File: src/rtl/bfpa_pkg.sv
// Package for the bounded FIFO with pop averaging.
// Holds field widths, result tags, controller states and the control/status
// structs between controller and datapath. No dependencies.
package bfpa_pkg;

  // Fixed field widths
  localparam int unsigned VAL_W  = 32;
  localparam int unsigned CNT_W  = 16;
  localparam int unsigned CAP_W  = 9;
  localparam int unsigned TAG_W  = 2;
  localparam int unsigned ADDR_W = 3;
  localparam int unsigned APB_W  = 32;

  // Configuration register file
  localparam logic [CAP_W-1:0] CAP_RESET   = 9'd256;
  localparam logic             REG_CAPACITY = 1'b0;

  // Input item kinds
  localparam logic KIND_PUSH = 1'b0;
  localparam logic KIND_POP  = 1'b1;

  // Result tags
  typedef enum logic [TAG_W-1:0] {
    TAG_AVG   = 2'd0,
    TAG_OVF   = 2'd1,
    TAG_EMPTY = 2'd2
  } tag_e;

  // Controller states
  typedef enum logic [2:0] {
    ST_IDLE,
    ST_OVF,
    ST_SUM,
    ST_DIV,
    ST_AVG,
    ST_EMPTY
  } ctrl_state_e;

  // Commands from controller to datapath
  typedef struct packed {
    logic accept;      // input transaction taken this cycle
    logic walk;        // read and accumulate stored words
    logic div_start;   // launch the divider on the finished sum
    logic load_ovf;    // place an overflow notice in the output register
    logic load_avg;    // place the average in the output register
    logic load_empty;  // place an empty notice and clear the FIFO
  } ctrl_cmd_t;

  // Status from datapath to controller
  typedef struct packed {
    logic is_pop;
    logic cnt_zero;
    logic occ_zero;
    logic ovf_notice;
    logic short_pop;
    logic walk_done;
    logic div_done;
    logic out_free;
  } dp_status_t;

endpackage

File: src/rtl/bfpa_ctrl.sv
// Controller state machine: sequences push, walk, divide and result loads.
// Depends on bfpa_pkg.
module bfpa_ctrl (
  input  logic                  clk_i,
  input  logic                  rst_ni,
  input  logic                  in_valid_i,
  output logic                  in_ready_o,
  input  bfpa_pkg::dp_status_t  status_i,
  output bfpa_pkg::ctrl_cmd_t   cmd_o
);
  import bfpa_pkg::*;

  ctrl_state_e state_q, state_d;

  // Next state
  always_comb begin
    state_d = state_q;
    unique case (state_q)
      ST_IDLE: begin
        if (in_valid_i) begin
          if (!status_i.is_pop) begin
            if (status_i.ovf_notice) begin
              state_d = ST_OVF;
            end
          end else if (!status_i.cnt_zero) begin
            state_d = status_i.occ_zero ? ST_EMPTY : ST_SUM;
          end
        end
      end
      ST_OVF: begin
        if (status_i.out_free) begin
          state_d = ST_IDLE;
        end
      end
      ST_SUM: begin
        if (status_i.walk_done) begin
          state_d = ST_DIV;
        end
      end
      ST_DIV: begin
        if (status_i.div_done) begin
          state_d = ST_AVG;
        end
      end
      ST_AVG: begin
        if (status_i.out_free) begin
          state_d = status_i.short_pop ? ST_EMPTY : ST_IDLE;
        end
      end
      ST_EMPTY: begin
        if (status_i.out_free) begin
          state_d = ST_IDLE;
        end
      end
      default: state_d = ST_IDLE;
    endcase
  end

  // Outputs
  always_comb begin
    in_ready_o = 1'b0;
    cmd_o      = '0;
    unique case (state_q)
      ST_IDLE: begin
        in_ready_o   = 1'b1;
        cmd_o.accept = in_valid_i;
      end
      ST_OVF:   cmd_o.load_ovf = status_i.out_free;
      ST_SUM: begin
        cmd_o.walk      = 1'b1;
        cmd_o.div_start = status_i.walk_done;
      end
      ST_DIV:   cmd_o = '0;
      ST_AVG:   cmd_o.load_avg = status_i.out_free;
      ST_EMPTY: cmd_o.load_empty = status_i.out_free;
      default:  cmd_o = '0;
    endcase
  end

  always_ff @(posedge clk_i or negedge rst_ni) begin
    if (!rst_ni) begin
      state_q <= ST_IDLE;
    end else begin
      state_q <= state_d;
    end
  end

endmodule

File: config.mk
export PLATFORM = sky130hd
export DESIGN_NAME = bfpa_ctrl
export DESIGN_NICKNAME = d
export VERILOG_FILES = /design/src/rtl/bfpa_pkg.sv /design/src/rtl/bfpa_ctrl.sv
export SDC_FILE = /design/constraint.sdc
export NUM_CORES = 1
export LEC_CHECK = 0
export ABC_AREA = 1
export BUFFER_PORTS_ARGS = -buffer_cell sky130_fd_sc_hd__buf_4
export CAP_MARGIN = 20
export CELL_PAD_IN_SITES_DETAIL_PLACEMENT = 1
export CELL_PAD_IN_SITES_GLOBAL_PLACEMENT = 1
export CORE_AREA = 2 2 43 45
export DETAILED_ROUTE_END_ITERATION = 8
export DIE_AREA = 0 0 45 47
export PLACE_DENSITY = 0.77
export SLEW_MARGIN = 20
export SYNTH_ARGS = -nofsm -noshare
export SYNTH_HDL_FRONTEND = slang
export SYNTH_SLANG_ARGS = --single-unit
File: constraint.sdc
create_clock -name clk_i -period 1.1 [get_ports clk_i]
set_clock_uncertainty 0.05 [all_clocks]
set_input_delay 0.22 -clock clk_i [delete_from_list [all_inputs] [get_ports clk_i]]
set_output_delay 0.22 -clock clk_i [all_outputs]
set_load 0.01 [all_outputs]
# == Word level (Yosys, flattened, before mapping) ==
# Cells that the tools add are included.
# totals
out_inout_bits,7
ff_bits,3
input_bits,11
word_cells,33
# classes
n_reduce_logical,3
n_eq_ne,12
muxes,17
# op_table
op,count
2-to-1 mux 3 bit,10
one-hot mux 3 bit (5 select lines),1
inequality test 2 bit (second input constant),4
AND reduction 7 bit,1
equality test 3 x 2 -> 1 bit (second input constant),2
equality test 3 bit (second input constant),2
inequality test 3 bit (second input constant),2
2-to-1 mux 1 bit,5
equality test 3 x 1 -> 1 bit (second input constant),1
zero test 3 bit,1
2-to-1 mux 2 bit,1
inequality test 2 x 1 -> 1 bit (second input constant),1
OR reduction 2 bit,1

# == Depth between registers and ports, before layout ==
# Gate-level depths: netlist (run 1).
# logic_depth
ltp_word,5
ltp_mapped,8
depth_no_buf,7

# == Least setup slack after synthesis (run 1) ==
# OpenSTA, ideal clock, no wires.
# synth_timing
path_type,register to output
start,register state_q[2]
end,output cmd_o[3] (netlist bit)
stages_incl_launch_ff,5
arrival_ns,1.050
path_buffers,1
path_slack_ns,-0.220
required_ns,0.830
cell_sequence,dfrtp_1 buf_8 nor3_4 inv_2 nor2_1
# synth_rtl
item,line_no,source
from (decl),bfpa_ctrl.sv:13,"ctrl_state_e state_q, state_d;"
from (signal assigned),bfpa_ctrl.sv:84,state_q <= state_d;
to (decl),bfpa_ctrl.sv:9,output bfpa_pkg::ctrl_cmd_t cmd_o

==> reports/qor_table.md, run 1 <==
| Quantity | This run | Unit |
|---|---|---|
| Delay-heaviest family, CP | flip-flops | - |
| Arrival time worst endpoint | 1.23 | ns |
| CTS H-tree lvls | 1 | - |
| Most area-consuming cells after synthesis | sky130_fd_sc_hd__dfrtp_1 20%, sky130_fd_sc_hd__nand2_1 17%, sky130_fd_sc_hd__nor2_1 11% | - |
| Max-Slew Margin vs Limit | 0.833 | - |
| TritonCTS Buffers | 3 | - |
| Count of cell types in the netlist | 19 | - |
| Cell-by-cell trace of the critical path | nor3_4 > inv_2 > nor2_4 > buf_6 | - |
| Warnings from Yosys | 0 | - |
| Routability congestion estimate from global placement | 0.802 | - |
| Row count | 15 | - |
| Final-layout setup total negative slack | -3.26 | ns |
| DP Cell Count | 106 | - |
| Initial drt markers | 4 | - |
| Standard cell with the maximum stage delay on the critical path | sky130_fd_sc_hd__dfrtp_2 | - |
| Longest Clk Path Bufs | 2 | - |
| Critical register-to-register path endpoint | state_q[1] | - |
| Post-synth EDFFs | 0 | - |
| Flip-flop count of the largest register, all copies and words added | 3 | - |
| Dominant cell type by area after synthesis | sky130_fd_sc_hd__dfrtp_1 | - |
| Post-route DRC violation count | 0 | - |
| Final cell area excluding filler cells | 833 | um^2 |
| Total iterations of the first detailed-routing run | 4 | - |
| Share of flip-flops with an asynchronous set or reset | 1.00 | - |
| Storage cell area | 77.6 | um^2 |
| Final antenna diode count | 0 | - |
| Transition time at the pin with the least slew margin | 0.249 | ns |
| Buffers and inverters on the worst path | 2 | - |
| Power Density | 2190 | nW/um^2 |
| CTS tree | done | - |
| Net count of the finished layout | 119 | - |
| Clock insertion delay at the later pin of the skew report | 0.25 | ns |
| Post-synthesis instance total | 65 | - |
| PortBufs | 17 | - |
| Multi-input combinational cell area | 335 | um^2 |
| Maximum number of pins on one net before global-route repair | 7 | - |
| Clock sink total | 3 | - |
| Number of storage elements in the synthesis netlist | 3 | - |
| Startpoint Class | flip-flop | - |
| Avg Inst Size Synth | 5.91 | um^2 |
| Met2 routed WL | 965 | um |
| Congestion Overflow GR | 0 | - |
| Start-to-end type of the worst setup path | reg -> out | - |
| Final min period | 1.50 | ns |
| Synth top area share | 0.195 | - |
| Detail Route Antenna Nets | 0 | - |
| Top register by number of flip-flops | state_q | - |
| Synth Flop Type | sky130_fd_sc_hd__dfrtp_1 | - |
| Number of global-route vias before repair | 620 | - |
| Number of antenna violations at the first check in global routing | 0 | - |
| Synth Cell Area | 384 | um^2 |
| Detailed-route wire length on metal 1 | 613 | um |
| GRT Resource Usage Total | 0.166 | - |
| Core Footprint | 1650 | um^2 |
| Slack of the worst reg-to-reg path | -0.27 | ns |
| Worst hold path type | in -> async | - |
| Clock transition at the register clock pins on the worst setup and hold paths after CTS | 0.04 | ns |
| Run status | finished, violations left | - |
| Post-synth net total | 76 | - |
| Wire length per cell after detailed routing | 13.5 | um |
| RSZ-0062 raised after global routing | true | - |
| Core utilization of the finished layout | 0.505 | - |
| Boundary pin count | 18 | - |
| Hold violation total from the final report | 0 | - |
| Uppermost routed layer | met4 | - |
| Worst stage delay on the critical path | 0.47 | ns |
| Launch instance of the worst register-to-register path | state_q[2] | - |
| Number of cells traversed by the worst register-to-register path | 7 | - |
| Synthesis-to-layout area growth | 117 | % |
| LEAKAGE | 0.443 | nW |
| Slew Limit Fails | 0 | - |
| Total number of vias | 581 | - |
| Routed wire length on met3 | 48 | um |
| First-pass GRT wire length | 2510 | um |
| Starting Density | 0.233 | - |
| Peak clock frequency supported by timing | 667 | MHz |
| Wire length after detailed routing | 1680 | um |
| Leading cell types by count after synthesis | 17 x sky130_fd_sc_hd__nand2_1, 11 x sky130_fd_sc_hd__nor2_1, 9 x sky130_fd_sc_hd__inv_1 | - |
| Failing checks | setup timing | - |
| Post-DP HPWL | 959 | um |
| Floorplan die area | 2120 | um^2 |
| Die width | 45 | um |
| Max VDD drop | 0.725 | mV |
| Per-cell via count in the routed design | 4.69 | - |
| Buffer cell driving the clock tree root | sky130_fd_sc_hd__clkbuf_4 | - |
| Portion of the post-synthesis area used by sequential elements | 0.195 | - |
| Post-placement cell area | 594 | um^2 |
| Reported max-cap violation count | 0 | - |
| Vertical die dimension | 47 | um |
| Largest fanout on the critical path | 6 | - |
| Number of setup violations in the final report | 10 | - |
| CP required | 0.83 | ns |
| Cell with the most instances after synthesis | sky130_fd_sc_hd__nand2_1 | - |
| Ratio of cells with drive above 1 in the final layout | 0.673 | - |
| Count of placed standard cells in the final layout, fillers left out | 124 | - |
| Post-place setup slack | -0.230 | ns |
| Share of the clock period used by the worst path | 1.36 | - |
| Critical path capture point type | output port | - |
| Fill cell count | 205 | - |
| Largest registers | state_q: 3 flops | - |
| Final Worst Setup Slack | -0.399 | ns |
[worst register-to-register path: cells and delay by family, from the launching register on]
kind | cells | cell delay [ns]
flops | 1 | 0.47
simple gates | 3 | 0.40
buf+inv | 3 | 0.33
compound gates | 1 | 0.05
[cell families (layout without fill, tap and decap cells)]
kind of cell	Yosys count	in the layout	share of synthesized area
AO/OA/AOI/OAI	3	3	0.0488
buffers and inverters	14	56	0.186
AND/OR/NAND/NOR	45	45	0.570
flip-flops	3	3	0.195
[layout make-up]
class                           instances  area share
Clock buffer                            4      0.0315
Multi-Input combinational cell         48       0.402
Timing Repair Buffer                   40       0.390
Inverter                               12      0.0571
Tap cell                               17      0.0255
Sequential cell                         3      0.0931
[what timing repair did]
| action | CTS | global route |
|---|---|---|
| endpoints found under the setup margin | 10 | 10 |
| gates resized for setup | 13 | 15 |
| buffers inserted | 11 | 3 |
| pin swaps | 7 | 3 |
| hold buffers | 1 | 0 |
| hold endpoints to repair | 3 | 0 |
[metrics by stage]
stage                     hold WS (ns)  total power (W)
after floorplan                 -0.126         0.000763
final                            0.272          0.00183
after CTS                        0.256          0.00159
after global routing             0.288          0.00196
after detailed placement       -0.0389          0.00107
after global placement         -0.0409          0.00105
[metal layers]
| layer | vias to the layer above | track usage |
|---|---|---|
| met3 | 5 | 0 |
| li1 | 286 | - |
| met2 | 14 | 0.323 |
| met5 | - | 0 |
| met1 | 276 | 0.177 |
| met4 | 0 | 0.106 |
[layout by cell type (no fill, tap or decap), drive strengths merged]
cell,instances
dlygate4sd3,1
inv,12
o21ai,2
a21oi,1
dfrtp,3
nand3,7
nand2,19
nor3,4
nor4,1
clkbuf,4
nor2,12
nand4,2
buf,39
[report_power, final]
group          total, W  leakage, nW  switching (W)  internal, W
sequential     0.000263       0.0363       0.000105     0.000158
combinational   0.00135        0.391       0.000654     0.000695
clock          0.000214       0.0150      0.0000770     0.000137
total           0.00183        0.443       0.000836     0.000990
[worst max-delay path by stage]
stage,from,end,slack [ns],depth (start not counted)
4_1_cts,state_q[1],cmd_o[3],-0.37,5
2_1_floorplan,state_q[0],cmd_o[3],-0.17,4
5_1_grt,state_q[2],cmd_o[3],-0.43,4
3_3_place_gp,state_q[0],state_q[0],-0.21,5
6_report,state_q[2],cmd_o[3],-0.40,4
3_5_place_dp,state_q[0],state_q[0],-0.23,5
Note: power is estimated with default switching activity, not from simulation.
==> run 2: changes to the inputs <==
Settings changed: REMOVE_ABC_BUFFERS set to 1.
==> run 2 against run 1 <==
  * Critical path type unchanged
  * Worst setup slack got worse by 0.0048 ns
  * Via count fell by 7.4%
  * The flow still finishes with violations (setup timing)
  * Wire length decreased by 16%
  * Highest routed layer is now met3
==> reports/qor_table.md, run 2 (synthesis results as in run 1) <==
| Quantity | This run | Unit | vs previous |
|---|---|---|---|
| Number of global-route vias before repair | 576 | - | -7.1% |
| Hold violation total from the final report | 0 | - | unchanged |
| Total number of vias | 538 | - | -7.4% |
| Starting Density | 0.233 | - | unchanged |
| Slack of the worst reg-to-reg path | -0.25 | ns | +0.02 ns |
| Vertical die dimension | 47 | um | unchanged |
| Largest fanout on the critical path | 5 | - | -1 |
| Crit. Startpoint | state_q[0] | - |  |
| Run status | finished, violations left | - |  |
| Capturing element of the worst setup path | cmd_o[3] | - |  |
| Critical path capture point type | output port | - |  |
| Per-cell via count in the routed design | 4.48 | - | -4.3% |
| Power Density | 2220 | nW/um^2 | +1.3% |
| Arrival time worst endpoint | 1.23 | ns | about the same |
| Number of cells traversed by the worst register-to-register path | 8 | - | +1 |
| PortBufs | 17 | - | unchanged |
| Launch instance of the worst register-to-register path | state_q[1] | - |  |
| Total iterations of the first detailed-routing run | 3 | - | -1 |
| Start-to-end type of the worst setup path | reg -> out | - |  |
| GRT Resource Usage Total | 0.152 | - | -0.0144 |
| Post-place setup slack | -0.230 | ns | -0.000154 ns |
| Buffers and inverters on the worst path | 2 | - | unchanged |
| Congestion Overflow GR | 0 | - | unchanged |
| Net count of the finished layout | 115 | - | -3.4% |
| Crit path depth | 4 | - | unchanged |
| Max VDD drop | 0.994 | mV | +37% |
| TritonCTS Buffers | 3 | - | unchanged |
| Top register by number of flip-flops | state_q | - |  |
| Peak clock frequency supported by timing | 665 | MHz | -0.32% |
| Share of the clock period used by the worst path | 1.37 | - | +0.00441 |
| Fill cell count | 216 | - | +5.4% |
| Worst hold path type | in -> async | - |  |
| Delay-heaviest family, CP | flip-flops | - |  |
| CP required | 0.83 | ns | about the same |
| Routability congestion estimate from global placement | 0.782 | - | -2.5% |
| Grt met1 use | 0.205 | - | +0.0276 |
| Reported max-cap violation count | 0 | - | unchanged |
| GR Util met2 | 0.271 | - | -0.0514 |
| Most Used Layer, Global Route | met2 | - |  |
| Transition time at the pin with the least slew margin | 0.270 | ns | +0.0204 ns |
| Most common cell after layout, fill and taps aside | sky130_fd_sc_hd__buf_4 | - |  |
| Final min period | 1.50 | ns | +0.00485 ns |
| Startpoint Class | flip-flop | - |  |
| CTS H-tree lvls | 1 | - | unchanged |
| Boundary pin count | 18 | - | unchanged |
| Slew Limit Fails | 0 | - | unchanged |
| Largest registers | state_q: 3 flops | - |  |
| Standard cell with the maximum stage delay on the critical path | sky130_fd_sc_hd__dfrtp_2 | - |  |
| Clock sink total | 3 | - | unchanged |
| Max-Slew Margin vs Limit | 0.819 | - | -0.0137 |
| Clock insertion delay at the later pin of the skew report | 0.23 | ns | -0.02 ns |
| Row count | 15 | - | unchanged |
| Longest Clk Path Bufs | 2 | - | unchanged |
| Post-DP HPWL | 904 | um | -5.7% |
| Die width | 45 | um | unchanged |
| Floorplan die area | 2120 | um^2 | unchanged |
| Flip-flop count of the largest register, all copies and words added | 3 | - | unchanged |
| Critical register-to-register path endpoint | state_q[2] | - |  |
| Maximum number of pins on one net before global-route repair | 7 | - | unchanged |
| Cell-by-cell trace of the critical path | nor3_4 > inv_2 > nor2_2 > buf_4 | - |  |
| RSZ-0062 raised after global routing | true | - |  |
| Ratio of cells with drive above 1 in the final layout | 0.631 | - | -0.0418 |
| Number of setup violations in the final report | 10 | - | unchanged |
| Wire length after detailed routing | 1400 | um | -16% |
| First-pass GRT wire length | 2420 | um | -3.6% |
| CTS tree | done | - |  |
| Post-route DRC violation count | 0 | - | unchanged |
| LEAKAGE | 0.427 | nW | -3.6% |
| Number of antenna violations at the first check in global routing | 0 | - | unchanged |
| Worst stage delay on the critical path | 0.47 | ns | about the same |
| Core Footprint | 1650 | um^2 | unchanged |
| Detail Route Antenna Nets | 0 | - | unchanged |
| Final Worst Setup Slack | -0.403 | ns | -0.00485 ns |
| Synthesis-to-layout area growth | 106 | % |  |
| Initial drt markers | 2 | - | -2 |
| Final antenna diode count | 0 | - | unchanged |
| Design Power | 0.00176 | W | -3.7% |
| Most frequent cells in the layout | 27 x sky130_fd_sc_hd__buf_4, 15 x sky130_fd_sc_hd__nand2_1, 8 x sky130_fd_sc_hd__inv_1 | - |  |
| Buffer cell driving the clock tree root | sky130_fd_sc_hd__clkbuf_4 | - |  |
| Clock transition at the register clock pins on the worst setup and hold paths after CTS | 0.04 | ns | about the same |
| GR Util met3 | 0.0115 | - | +0.0115 |
| Wire length per cell after detailed routing | 11.7 | um | -14% |
| Failing checks | setup timing | - |  |
-- run 2: cell types whose count changed in the layout (fill, tap and decap cells not counted), sizes merged --
| cell | before | now |
|---|---|---|
| buf | 39 | 35 |
-- run 2: per-stage QoR --
stage | cell area [um^2] | utilization | cells | TNS, ns | hold slack (ns)
2_1_floorplan | 358 | - | 63 | -0.793 | -0.126
3_3_place_gp | 574 | 0.348 | 106 | -1.54 | -0.0403
3_5_place_dp | 574 | 0.348 | 106 | -1.74 | -0.0401
4_1_cts | 754 | 0.457 | 120 | -3.25 | 0.258
5_1_grt | 792 | 0.480 | 120 | -3.73 | 0.298
6_report | 792 | 0.480 | 120 | -3.14 | 0.275
-- run 2: what timing repair did --
| action | CTS | global route |
|---|---|---|
| buffers inserted | 11 | 2 |
| pin swaps | 4 | 13 |
| setup endpoints to repair | 10 | 10 |
| endpoints found under the hold margin | 3 | 0 |
| resized for setup | 19 | 13 |
| hold buffers | 1 | 0 |
-- run 2: cell type report --
| class | instances | area (um^2) | share of cell area |
|---|---|---|---|
| clock buffer | 4 | 26.3 | 0.0332 |
| inverter | 12 | 47.5 | 0.0600 |
| multi-input combinational | 48 | 307 | 0.387 |
| sequential | 3 | 78.8 | 0.0995 |
| tap | 17 | 21.3 | 0.0269 |
| timing repair buffer | 36 | 312 | 0.393 |
-- run 2: worst min-delay path by stage --
stage               startpoint    endpoint  slack, ns  depth (start not counted)
finish                  rst_ni  state_q[2]       0.27                          2
global route            rst_ni  state_q[0]       0.30                          2
CTS                     rst_ni  state_q[0]       0.26                          2
detailed placement      rst_ni  state_q[2]      -0.04                          1
global placement        rst_ni  state_q[0]      -0.04                          1
floorplan               rst_ni  state_q[0]      -0.13                          0
-- run 2: worst reg2reg max path, delay by kind of cell, from the launching register on --
family,cells,cell delay (ns)
buf+inv,3,0.33
flops,1,0.44
simple gates,5,0.44
-- run 2: report_power, final --
group / total, W / internal [W] / switching, W
Clock: 0.000196 / 0.000136 / 0.0000594
Sequential: 0.000258 / 0.000160 / 0.0000980
Combinational: 0.00130 / 0.000710 / 0.000594
Total: 0.00176 / 0.00101 / 0.000751
-- run 2: per-layer routing --
layer / up-vias / routed length [um] / part of all wire
li1: 276 / - / -
met1: 251 / 603 / 0.43
met2: 11 / 755 / 0.54
met3: 0 / 44 / 0.031
met4: 0 / 0 / 0
met5: - / 0 / 0
